`config.mk`:
```
export PLATFORM = sky130hd
export DESIGN_NAME = text_console_cursor_engine_core_flat
export DESIGN_NICKNAME = d
export VERILOG_FILES = /design/src/tcce_pkg.sv /design/src/tcce_in_if.sv /design/src/tcce_out_if.sv /design/src/text_console_cursor_engine_core.sv /design/src/tcce_ctrl.sv /design/src/tcce_dpath.sv /design/src/flat_wrapper.sv
export SDC_FILE = /design/constraint.sdc
export NUM_CORES = 1
export LEC_CHECK = 0
export ABC_AREA = 1
export ABC_CLOCK_PERIOD_IN_PS = 13600
export BUFFER_PORTS_ARGS = -buffer_cell sky130_fd_sc_hd__clkbuf_2
export CORE_UTILIZATION = 50
export CTS_CLUSTER_DIAMETER = 60
export DETAILED_ROUTE_END_ITERATION = 10
export GPL_TIMING_DRIVEN = 0
export PLACE_DENSITY = 0.72
export SLEW_MARGIN = 20
export SYNTH_ARGS = -nofsm -noshare
export SYNTH_HDL_FRONTEND = slang
export SYNTH_HIERARCHICAL = 1
export SYNTH_SLANG_ARGS = --single-unit
```
`constraint.sdc`:
```
create_clock -name clk_i -period 13.6 [get_ports clk_i]
set_input_delay 2.04 -clock clk_i [delete_from_list [all_inputs] [get_ports clk_i]]
set_output_delay 2.04 -clock clk_i [all_outputs]
set_load 0.02 [all_outputs]
```
`src/tcce_pkg.sv`:
```
// Shared types and constants for the text console cursor engine.
// No dependencies; every other file imports this package.
`timescale 1ns / 1ps

package tcce_pkg;

  // Screen and tab geometry limits
  localparam int MAX_COLUMNS = 512;
  localparam int MAX_ROWS    = 256;
  // Tab stop must stay a power of two: the stop offset is taken from low cursor bits
  localparam int TAB_STOP    = 8;

  // Cursor widths hold the full count so a cursor one past the edge is visible
  localparam int COL_W  = $clog2(MAX_COLUMNS + 1);
  localparam int ROW_W  = $clog2(MAX_ROWS + 1);
  localparam int TAB_W  = $clog2(TAB_STOP);
  localparam int LEFT_W = $clog2(TAB_STOP + 1);

  // Fixed field widths of the channels
  localparam int CODE_W     = 8;
  localparam int COLOR_W    = 32;
  localparam int CELL_COL_W = 9;
  localparam int CELL_ROW_W = 8;

  // Configuration port
  localparam int CFG_IDX_W  = 1;
  localparam int CFG_DATA_W = 10;
  localparam int CFG_COLS_W = 10;
  localparam int CFG_ROWS_W = 9;
  localparam logic [CFG_IDX_W-1:0] CFG_COLUMNS = 1'b0;
  localparam logic [CFG_IDX_W-1:0] CFG_ROWS    = 1'b1;
  localparam logic [COL_W-1:0] RESET_COLUMNS = COL_W'(80);
  localparam logic [ROW_W-1:0] RESET_ROWS    = ROW_W'(25);

  // Character codes
  localparam logic [CODE_W-1:0] CODE_BACKSPACE = 8'd8;
  localparam logic [CODE_W-1:0] CODE_TAB       = 8'd9;
  localparam logic [CODE_W-1:0] CODE_NEWLINE   = 8'd10;
  localparam logic [CODE_W-1:0] CODE_SPACE     = 8'd32;

  // Result kinds
  localparam logic KIND_CELL   = 1'b0;
  localparam logic KIND_SCROLL = 1'b1;

  typedef struct packed {
    logic [CODE_W-1:0]  char_code;
    logic [COLOR_W-1:0] fg_color;
    logic [COLOR_W-1:0] bg_color;
  } in_item_t;

  typedef struct packed {
    logic                  result_kind;
    logic [CELL_COL_W-1:0] cell_column;
    logic [CELL_ROW_W-1:0] cell_row;
    logic [CODE_W-1:0]     glyph_code;
    logic [COLOR_W-1:0]    cell_fg;
    logic [COLOR_W-1:0]    cell_bg;
    logic                  last_result;
  } out_item_t;

  // Controller to datapath
  typedef struct packed {
    logic accept;   // latch request, saturate cursor
    logic step;     // newline update, or one cell write and cursor advance
    logic scroll;   // emit one scroll result
  } tcce_cmd_t;

  // Datapath to controller
  typedef struct packed {
    logic is_newline;
    logic scroll_due;
    logic left_one;
    logic left_zero;
    logic out_free;
  } tcce_stat_t;

endpackage

```
`src/tcce_in_if.sv`:
```
// Character request channel: valid/ready handshake with one input item.
// Depends on tcce_pkg.
`timescale 1ns / 1ps

interface tcce_in_if import tcce_pkg::*; ();
  logic     valid;
  logic     ready;
  in_item_t data;

  modport source (output valid, output data, input ready);
  modport sink (input valid, input data, output ready);
endinterface

```
`src/tcce_out_if.sv`:
```
// Result channel: valid/ready handshake carrying cell writes and scrolls.
// Depends on tcce_pkg.
`timescale 1ns / 1ps

interface tcce_out_if import tcce_pkg::*; ();
  logic      valid;
  logic      ready;
  out_item_t data;

  modport source (output valid, output data, input ready);
  modport sink (input valid, input data, output ready);
endinterface

```
`src/text_console_cursor_engine_core.sv`:
```
// Top level of the text console cursor engine: sequencer plus datapath.
// Depends on tcce_pkg, tcce_in_if, tcce_out_if, tcce_ctrl, tcce_dpath.
//
//   channel   dir  handshake        payload
//   char_i    in   valid/ready      char_code, fg_color, bg_color
//   cell_o    out  valid/ready      cell write or scroll, last_result marks the end
//   cfg_*     in   cfg_we_i         index 0 columns_in_use, 1 rows_in_use
//
// A glyph is accepted, then writes its cell, then scrolls if it passes the bottom.
// A backspace is accepted, then writes its cell. A newline is accepted, then moves
// the cursor, then scrolls if it passes the bottom. A tab is accepted, then writes one space per step plus its scrolls;
// the sequencer emits one result a cycle while the output is not stalled.
// Reset puts the cursor at column 0, row 0 and the screen at 80 by 25; no clearing pass.
// A stalled output holds the sequencer in place; the next character is taken
// once the current one has placed its last result in the output register.
`timescale 1ns / 1ps

module text_console_cursor_engine_core import tcce_pkg::*; (
  input  logic                  clk_i,
  input  logic                  rst_ni,
  tcce_in_if.sink               char_i,
  tcce_out_if.source            cell_o,
  input  logic                  cfg_we_i,
  input  logic [CFG_IDX_W-1:0]  cfg_idx_i,
  input  logic [CFG_DATA_W-1:0] cfg_data_i
);

  tcce_cmd_t  cmd;
  tcce_stat_t stat;
  logic       in_ready;

  // Sequencer
  tcce_ctrl u_ctrl (
    .clk_i      (clk_i),
    .rst_ni     (rst_ni),
    .in_valid_i (char_i.valid),
    .in_ready_o (in_ready),
    .stat_i     (stat),
    .cmd_o      (cmd)
  );

  // Cursor and result datapath
  tcce_dpath u_dpath (
    .clk_i       (clk_i),
    .rst_ni      (rst_ni),
    .cfg_we_i    (cfg_we_i),
    .cfg_idx_i   (cfg_idx_i),
    .cfg_data_i  (cfg_data_i),
    .in_data_i   (char_i.data),
    .cmd_i       (cmd),
    .stat_o      (stat),
    .out_valid_o (cell_o.valid),
    .out_ready_i (cell_o.ready),
    .out_data_o  (cell_o.data)
  );

  assign char_i.ready = in_ready;

endmodule

```
`src/tcce_ctrl.sv`:
```
// Sequencer for the cursor engine: accept, per-cell step, scroll.
// Depends on tcce_pkg; drives tcce_dpath through tcce_cmd_t.
`timescale 1ns / 1ps

module tcce_ctrl import tcce_pkg::*; (
  input  logic       clk_i,
  input  logic       rst_ni,
  input  logic       in_valid_i,
  output logic       in_ready_o,
  input  tcce_stat_t stat_i,
  output tcce_cmd_t  cmd_o
);

  typedef enum logic [1:0] {
    ST_IDLE,
    ST_EXEC,
    ST_SCROLL
  } state_e;

  state_e state_q, state_d;

  // Next state and commands
  always_comb begin
    state_d = state_q;
    cmd_o   = '0;
    case (state_q)
      ST_IDLE: begin
        if (in_valid_i) begin
          cmd_o.accept = 1'b1;
          state_d      = ST_EXEC;
        end
      end
      ST_EXEC: begin
        if (stat_i.is_newline) begin
          // newline writes nothing, so it never waits on the output
          cmd_o.step = 1'b1;
          state_d    = stat_i.scroll_due ? ST_SCROLL : ST_IDLE;
        end else if (stat_i.out_free) begin
          cmd_o.step = 1'b1;
          if (stat_i.scroll_due) begin
            state_d = ST_SCROLL;
          end else if (stat_i.left_one) begin
            state_d = ST_IDLE;
          end
        end
      end
      ST_SCROLL: begin
        if (stat_i.out_free) begin
          cmd_o.scroll = 1'b1;
          state_d      = stat_i.left_zero ? ST_IDLE : ST_EXEC;
        end
      end
      default: state_d = ST_IDLE;
    endcase
  end

  always_ff @(posedge clk_i or negedge rst_ni) begin
    if (!rst_ni) begin
      state_q <= ST_IDLE;
    end else begin
      state_q <= state_d;
    end
  end

  assign in_ready_o = (state_q == ST_IDLE);

  // Checks
  a_cmd_onehot: assert property (@(posedge clk_i) disable iff (!rst_ni)
    $onehot0({cmd_o.accept, cmd_o.step, cmd_o.scroll}))
    else $error("more than one datapath command at once");

  a_write_slot: assert property (@(posedge clk_i) disable iff (!rst_ni)
    (cmd_o.step && !stat_i.is_newline) || cmd_o.scroll |-> stat_i.out_free)
    else $error("result loaded into an occupied output register");

  a_scroll_entry: assert property (@(posedge clk_i) disable iff (!rst_ni)
    (state_q == ST_EXEC) && cmd_o.step && stat_i.scroll_due |=> (state_q == ST_SCROLL))
    else $error("due scroll skipped");

  a_idle_accept: assert property (@(posedge clk_i) disable iff (!rst_ni)
    cmd_o.accept |=> (state_q == ST_EXEC) && !in_ready_o)
    else $error("second request taken while one is in progress");

endmodule

```
`src/tcce_dpath.sv`:
```
// Datapath for the cursor engine: config, cursor, request and output registers.
// Depends on tcce_pkg; commanded by tcce_ctrl.
`timescale 1ns / 1ps

module tcce_dpath import tcce_pkg::*; (
  input  logic                  clk_i,
  input  logic                  rst_ni,
  input  logic                  cfg_we_i,
  input  logic [CFG_IDX_W-1:0]  cfg_idx_i,
  input  logic [CFG_DATA_W-1:0] cfg_data_i,
  input  in_item_t              in_data_i,
  input  tcce_cmd_t             cmd_i,
  output tcce_stat_t            stat_o,
  output logic                  out_valid_o,
  input  logic                  out_ready_i,
  output out_item_t             out_data_o
);

  logic [COL_W-1:0]   cols_q, cols_d;
  logic [ROW_W-1:0]   rows_q, rows_d;
  logic [COL_W-1:0]   col_q, col_d;
  logic [ROW_W-1:0]   row_q, row_d;
  logic [LEFT_W-1:0]  left_q, left_d;
  logic [CODE_W-1:0]  code_q;
  logic [COLOR_W-1:0] fg_q, bg_q;
  logic               out_valid_q, out_valid_d;
  out_item_t          out_q, out_d;

  logic [CFG_COLS_W-1:0] cfg_cols_raw;
  logic [CFG_ROWS_W-1:0] cfg_rows_raw;
  logic [COL_W-1:0]      sat_col, col_inc, bs_col, cell_col;
  logic [ROW_W-1:0]      sat_row, row_inc, row_after, bs_row, cell_row;
  logic                  is_nl, is_bs, is_tab, wrap, scroll_w, scroll_n, scroll_due, out_free;

  // Config writes, clamped to the legal screen range on the way in
  assign cfg_cols_raw = cfg_data_i[CFG_COLS_W-1:0];
  assign cfg_rows_raw = cfg_data_i[CFG_ROWS_W-1:0];

  always_comb begin
    cols_d = cols_q;
    rows_d = rows_q;
    if (cfg_we_i) begin
      case (cfg_idx_i)
        CFG_COLUMNS: begin
          if (cfg_cols_raw == '0) begin
            cols_d = COL_W'(1);
          end else if (cfg_cols_raw > MAX_COLUMNS) begin
            cols_d = COL_W'(MAX_COLUMNS);
          end else begin
            cols_d = COL_W'(cfg_cols_raw);
          end
        end
        CFG_ROWS: begin
          if (cfg_rows_raw == '0) begin
            rows_d = ROW_W'(1);
          end else if (cfg_rows_raw > MAX_ROWS) begin
            rows_d = ROW_W'(MAX_ROWS);
          end else begin
            rows_d = ROW_W'(cfg_rows_raw);
          end
        end
        default: ;
      endcase
    end
  end

  // Cursor saturation at request time (screen may have shrunk)
  assign sat_col = (col_q >= cols_q) ? cols_q - 1'b1 : col_q;
  assign sat_row = (row_q >= rows_q) ? rows_q - 1'b1 : row_q;

  // Decode of the held character
  assign is_nl  = (code_q == CODE_NEWLINE);
  assign is_bs  = (code_q == CODE_BACKSPACE);
  assign is_tab = (code_q == CODE_TAB);

  // Advance after a cell write, with wrap and scroll check
  assign col_inc   = col_q + 1'b1;
  assign row_inc   = row_q + 1'b1;
  assign wrap      = (col_inc >= cols_q);
  assign row_after = wrap ? row_inc : row_q;
  assign scroll_w  = wrap && (row_after >= rows_q);
  assign scroll_n  = (row_inc >= rows_q);

  // Backspace steps back, wrapping to the previous row and then to the last row
  assign bs_col = (col_q == '0) ? cols_q - 1'b1 : col_q - 1'b1;
  assign bs_row = (col_q != '0) ? row_q :
                  (row_q == '0) ? rows_q - 1'b1 : row_q - 1'b1;

  assign scroll_due = is_nl ? scroll_n : (is_bs ? 1'b0 : scroll_w);
  assign cell_col   = is_bs ? bs_col : col_q;
  assign cell_row   = is_bs ? bs_row : row_q;
  assign out_free   = !out_valid_q || out_ready_i;

  // Cursor, remaining-count and output register updates
  always_comb begin
    col_d       = col_q;
    row_d       = row_q;
    left_d      = left_q;
    out_d       = out_q;
    out_valid_d = out_valid_q && !out_ready_i;
    if (cmd_i.accept) begin
      col_d = sat_col;
      row_d = sat_row;
      if (in_data_i.char_code == CODE_TAB) begin
        left_d = LEFT_W'(TAB_STOP) - LEFT_W'(sat_col[TAB_W-1:0]);
      end else if (in_data_i.char_code == CODE_NEWLINE) begin
        left_d = '0;
      end else begin
        left_d = LEFT_W'(1);
      end
    end else if (cmd_i.step) begin
      if (is_nl) begin
        col_d = '0;
        row_d = scroll_n ? rows_q - 1'b1 : row_inc;
      end else begin
        if (is_bs) begin
          col_d = bs_col;
          row_d = bs_row;
        end else begin
          col_d = wrap ? '0 : col_inc;
          row_d = scroll_w ? rows_q - 1'b1 : row_after;
        end
        left_d            = left_q - 1'b1;
        out_valid_d       = 1'b1;
        out_d.result_kind = KIND_CELL;
        out_d.cell_column = cell_col[CELL_COL_W-1:0];
        out_d.cell_row    = cell_row[CELL_ROW_W-1:0];
        out_d.glyph_code  = (is_tab || is_bs) ? CODE_SPACE : code_q;
        out_d.cell_fg     = fg_q;
        out_d.cell_bg     = bg_q;
        out_d.last_result = (left_q == LEFT_W'(1)) && !scroll_due;
      end
    end else if (cmd_i.scroll) begin
      out_valid_d       = 1'b1;
      out_d             = '0;
      out_d.result_kind = KIND_SCROLL;
      out_d.last_result = (left_q == '0);
    end
  end

  // Control state
  always_ff @(posedge clk_i or negedge rst_ni) begin
    if (!rst_ni) begin
      cols_q      <= RESET_COLUMNS;
      rows_q      <= RESET_ROWS;
      col_q       <= '0;
      row_q       <= '0;
      left_q      <= '0;
      out_valid_q <= 1'b0;
    end else begin
      cols_q      <= cols_d;
      rows_q      <= rows_d;
      col_q       <= col_d;
      row_q       <= row_d;
      left_q      <= left_d;
      out_valid_q <= out_valid_d;
    end
  end

  // Payload registers
  always_ff @(posedge clk_i) begin
    out_q <= out_d;
    if (cmd_i.accept) begin
      code_q <= in_data_i.char_code;
      fg_q   <= in_data_i.fg_color;
      bg_q   <= in_data_i.bg_color;
    end
  end

  assign stat_o.is_newline = is_nl;
  assign stat_o.scroll_due = scroll_due;
  assign stat_o.left_one   = (left_q == LEFT_W'(1));
  assign stat_o.left_zero  = (left_q == '0);
  assign stat_o.out_free   = out_free;

  assign out_valid_o = out_valid_q;
  assign out_data_o  = out_q;

  // Checks
  a_col_on_screen: assert property (@(posedge clk_i) disable iff (!rst_ni)
    cmd_i.step |=> col_q < $past(cols_q))
    else $error("cursor column left the screen after a step");

  a_row_on_screen: assert property (@(posedge clk_i) disable iff (!rst_ni)
    cmd_i.step |=> row_q < $past(rows_q))
    else $error("cursor row left the screen after a step");

  a_scroll_blank: assert property (@(posedge clk_i) disable iff (!rst_ni)
    out_valid_q && (out_q.result_kind == KIND_SCROLL) |->
      (out_q.cell_column == '0) && (out_q.cell_row == '0) && (out_q.glyph_code == '0))
    else $error("scroll result carries cell data");

endmodule

```
`src/flat_wrapper.sv`:
```
// flat-port wrapper written by rule: the top's interface ports become plain ports
module text_console_cursor_engine_core_flat import tcce_pkg::*;
  (clk_i, rst_ni, cfg_we_i, cfg_idx_i, cfg_data_i, char_i_valid, char_i_data, char_i_ready, cell_o_valid, cell_o_data, cell_o_ready);
  tcce_in_if char_i_i ();
  tcce_out_if cell_o_i ();
  input  logic clk_i;
  input  logic rst_ni;
  input  logic cfg_we_i;
  input  logic [CFG_IDX_W-1:0] cfg_idx_i;
  input  logic [CFG_DATA_W-1:0] cfg_data_i;
  input wire logic [$bits(char_i_i.valid)-1:0] char_i_valid;
  input wire logic [$bits(char_i_i.data)-1:0] char_i_data;
  output wire logic [$bits(char_i_i.ready)-1:0] char_i_ready;
  output wire logic [$bits(cell_o_i.valid)-1:0] cell_o_valid;
  output wire logic [$bits(cell_o_i.data)-1:0] cell_o_data;
  input wire logic [$bits(cell_o_i.ready)-1:0] cell_o_ready;
  assign char_i_i.valid = char_i_valid;
  assign char_i_i.data = char_i_data;
  assign char_i_ready = char_i_i.ready;
  assign cell_o_valid = cell_o_i.valid;
  assign cell_o_data = cell_o_i.data;
  assign cell_o_i.ready = cell_o_ready;
  text_console_cursor_engine_core u_core (.clk_i(clk_i), .rst_ni(rst_ni), .char_i(char_i_i), .cell_o(cell_o_i), .cfg_we_i(cfg_we_i), .cfg_idx_i(cfg_idx_i), .cfg_data_i(cfg_data_i));
endmodule
```
==> flow_summary.toml <==
[power_and_ir_drop]
switching_power_mw = 1.634
powerDensity_nw_per_um2 = 266.4
p_sw_frac = 0.4516
p_comb_frac = 0.509
seqPwrFrac = 0.315
intPower_mw = 1.984
cellLeakagePower_nw = 6.797
p_clk_frac = 0.176
ir_worst_vdd_v = 0.0001836

[setup_path]
cp_data_required_time_ps = 14060
crit_path_max_fanout = 10
r2r_end = "u_core/u_ctrl/state_q[0]"
worstReg2RegStart = "u_core/u_dpath/col_q[0]"
crit_type = "reg2reg"
end_kind = "flop"
ff2ff_path_depth = 28
r2r_slack_ps = 8440
critPathArrivalTime_ps = 5610
slowest_stage = "dfrtp_1"
critPathLaunchType = "flop"
crit_top_cell = "nand2_1"
startpoint = "u_core/u_dpath/col_q[0]"
endpoint = "u_core/u_ctrl/state_q[0]"
max_stage_delay_ps = 580

[sta]
min_period_over_period = 0.3792
drv_slew = 0
tightest_slew_ps = 750.2
relSlewSlack = 0.4999
rsz0062_at_grt = "false"
setup_viol = 0
fmax_mhz = 193.9
hold_violations = 0
fin_crit_ps = 5157
fin_hold_ws_ps = 500.6
fin_tns_setup_ps = 0
final.setup_skew_ps = 20.96

[place]
port_buffers = 180
hpwl_mm = 22.64
gp_congestion = 0.9910

[status]
outcome = "finished with violations"
violations = "DRC"

[worst_hold_path]
hold_depth = 2
hold_path_class = "reg2reg"

[clocking]
clk_pin_slew_ps = 60
clockBufferDepth = 3
cts_setup_buffers = 0
cts-root-buf = "clkbuf_16"
htree_levels = 1
hold_buffers = 0
cts_tree = "built"
cts_resized = 0
clkSinkCount = 208
clock_latency_ps = 530
cts_buffers = 25

[finish]
drive_gt1_frac = 0.1997
finalNetCount = 1627
nFillCells = 1875
diodes = 0
syn_to_final_growth_pct = 19.75

[run]
drv_cap = 0

[route]
vias = 9417
drt_iter0_drc = 968
ant_nets = 0
wl_mm = 30.00
first_pass_iters = 11
vias_per_cell = 5.285
route.detailed.wl_per_inst_um = 16.84
drc_errors = 13

[logic_synthesis]
syn_nets = 1408
netlist_instances = 1264
netlist_area_um2 = 11340
yosys_warnings = 6
ys_types = 51
seq_area_frac_synth = 0.5313
synth_edf_count = 163
syn_area_per_cell_um2 = 8.975
synthArstFlopShare = 0.2163
ys_ff_latch = 208
synthFlopType = "edfxtp_1"

[die]
core_area_um2 = 22030
num_io_pins = 181
initial_utilization = 0.5151
die_x_um = 152.6
rows = 54
fp.dieArea_um2 = 23300
die_y_um = 152.6

[global_routing]
grt_antenna_before_repair = 0
track_usage = 0.2570
grt_pass1_vias = 9064
grt_max_degree = 46
grt_pass1_wl_mm = 47.24
grt_overflow_total = 0
[kinds of logic (layout without fill, tap and decap cells)]
family	Yosys count	after routing	synth area share
DFF	208	208	0.5313
and+or+nand+nor	572	572	0.2204
adders and majority gates	56	56	0.06176
buffers and inverters	260	498	0.09485
AOI/OAI and AO/OA	142	142	0.07169
xor gates and xnor gates	26	26	0.02007
[cell usage in the layout (no fill, tap or decap), types with 2 or more instances in the layout]
cell type    n
dfrtp_1     40
nor2_4       4
o211ai_1    14
clkinv_2     6
o21ai_0     36
nor3_1      15
a31oi_1      4
o22ai_1     18
nand4_1     20
ha_1        56
xor2_1      25
nand2_1    336
edfxtp_1   163
clkbuf_16   25
nor2_1      93
buf_16       4
inv_2        4
nand3_1     70
nor3_2       4
clkinv_1     4
o21ai_1     13
buf_4       12
buf_6        9
nand4_2      2
clkbuf_2   179
nor2_2       5
nand2_2     10
clkbuf_1    17
or2_2        2
inv_6        5
dfstp_2      5
a21oi_1     47
buf_2        7
nand3_4      3
inv_1      218
[worst min path at each step]
stage                                      start                       endpoint  slack [ps]
final                     u_core/u_dpath/fg_q[3]  u_core/u_dpath/out_data_o[36]         500
after global routing      u_core/u_dpath/bg_q[4]   u_core/u_dpath/out_data_o[5]         520
after global placement    u_core/u_dpath/bg_q[7]   u_core/u_dpath/out_data_o[8]         480
after CTS                 u_core/u_dpath/fg_q[3]  u_core/u_dpath/out_data_o[36]         500
after detailed placement  u_core/u_dpath/fg_q[3]  u_core/u_dpath/out_data_o[36]         490
after floorplan           u_core/u_dpath/bg_q[9]  u_core/u_dpath/out_data_o[10]         480
[registers in the layout (all words and copies together), names as in the netlist]
name,flops
u_core/u_dpath/col_q,10
u_core/u_dpath/code_q,8
u_core/u_dpath/fg_q,32
u_core/u_dpath/bg_q,32
u_core/u_dpath/cols_q,10
u_core/u_dpath/row_q,9
u_core/u_ctrl/state_q,2
u_core/u_dpath/out_valid_o,1
u_core/u_dpath/left_q,4
u_core/u_dpath/rows_q,9
u_core/u_dpath/out_data_o,91
[Yosys cell counts (2+ instances only)]
| master | n | area (um^2) |
|---|---|---|
| nand3_1 | 70 | 350.3 |
| nand3_4 | 3 | 52.55 |
| nor3_2 | 3 | 30.03 |
| o22ai_1 | 18 | 112.6 |
| buf_6 | 7 | 78.83 |
| inv_2 | 4 | 15.01 |
| buf_4 | 6 | 45.04 |
| xor2_1 | 25 | 219.0 |
| nand4_1 | 20 | 125.1 |
| inv_1 | 218 | 818.3 |
| a21oi_1 | 47 | 235.2 |
| or2_2 | 2 | 12.51 |
| clkinv_1 | 2 | 7.510 |
| dfrtp_1 | 40 | 1001 |
| nor2_1 | 93 | 349.1 |
| o21ai_0 | 37 | 185.2 |
| nand2_2 | 10 | 62.56 |
| edfxtp_1 | 163 | 4895 |
| o21ai_1 | 13 | 65.06 |
| nor3_1 | 16 | 80.08 |
| o211ai_1 | 14 | 105.1 |
| a31oi_1 | 4 | 25.02 |
| buf_2 | 7 | 35.03 |
| clkbuf_1 | 13 | 48.80 |
| ha_1 | 56 | 700.7 |
| nand2_1 | 336 | 1261 |
| nor2_4 | 4 | 45.04 |
| nand4_2 | 2 | 25.02 |
| dfstp_2 | 5 | 131.4 |
| nor2_2 | 5 | 31.28 |
[through the flow]
stage	total power, mW	area [um^2]	utilization	setup slack [ps]	instances
2_1_floorplan	2.420	11340	-	1500	1264
3_3_place_gp	2.935	12600	0.5719	-2576	1724
3_5_place_dp	2.965	12790	0.5808	8611	1736
4_1_cts	3.615	13590	0.6168	8547	1782
5_1_grt	3.870	13590	0.6168	8041	1782
6_report	3.619	13590	0.6168	8443	1782
[layer usage]
| layer | up-vias | share of wire | global-route usage |
|---|---|---|---|
| met4 | 0 | 0.034 | 0.1015 |
| met1 | 4361 | 0.41 | 0.3306 |
| li1 | 4565 | - | - |
| met5 | - | 0 | 0 |
| met2 | 414 | 0.49 | 0.4428 |
| met3 | 77 | 0.068 | 0.03100 |
[power groups by stage]
stage	clock, mW	combinational (mW)	sequential [mW]
floorplan	0	1.05	1.37
global placement	0	1.71	1.23
detailed placement	0	1.82	1.15
CTS	0.648	1.83	1.14
global route	0.670	2.04	1.16
finish	0.638	1.84	1.14
[final cells by class]
type | instances | area (um^2) | share of cell area
clock buffers | 30 | 654.4 | 0.04817
well taps | 280 | 350.3 | 0.02579
multi-input cells | 796 | 4258 | 0.3134
plain buffers | 35 | 226.5 | 0.01667
clock inverters | 16 | 138.9 | 0.01022
flip-flops and latches | 208 | 6027 | 0.4436
repair buffers | 192 | 1081 | 0.07957
inverters | 225 | 849.6 | 0.06253
[critical path, delay by kind of cell (launching register included)]
| kind | cells | cell delay [ps] |
|---|---|---|
| and+or+nand+nor | 14 | 1890 |
| buffers and inverters | 6 | 660 |
| AOI/OAI and AO/OA | 4 | 880 |
| adders and majority gates | 3 | 780 |
| xor gates and xnor gates | 1 | 290 |
| DFF | 1 | 580 |
Power figures use the tool's default switching activity.
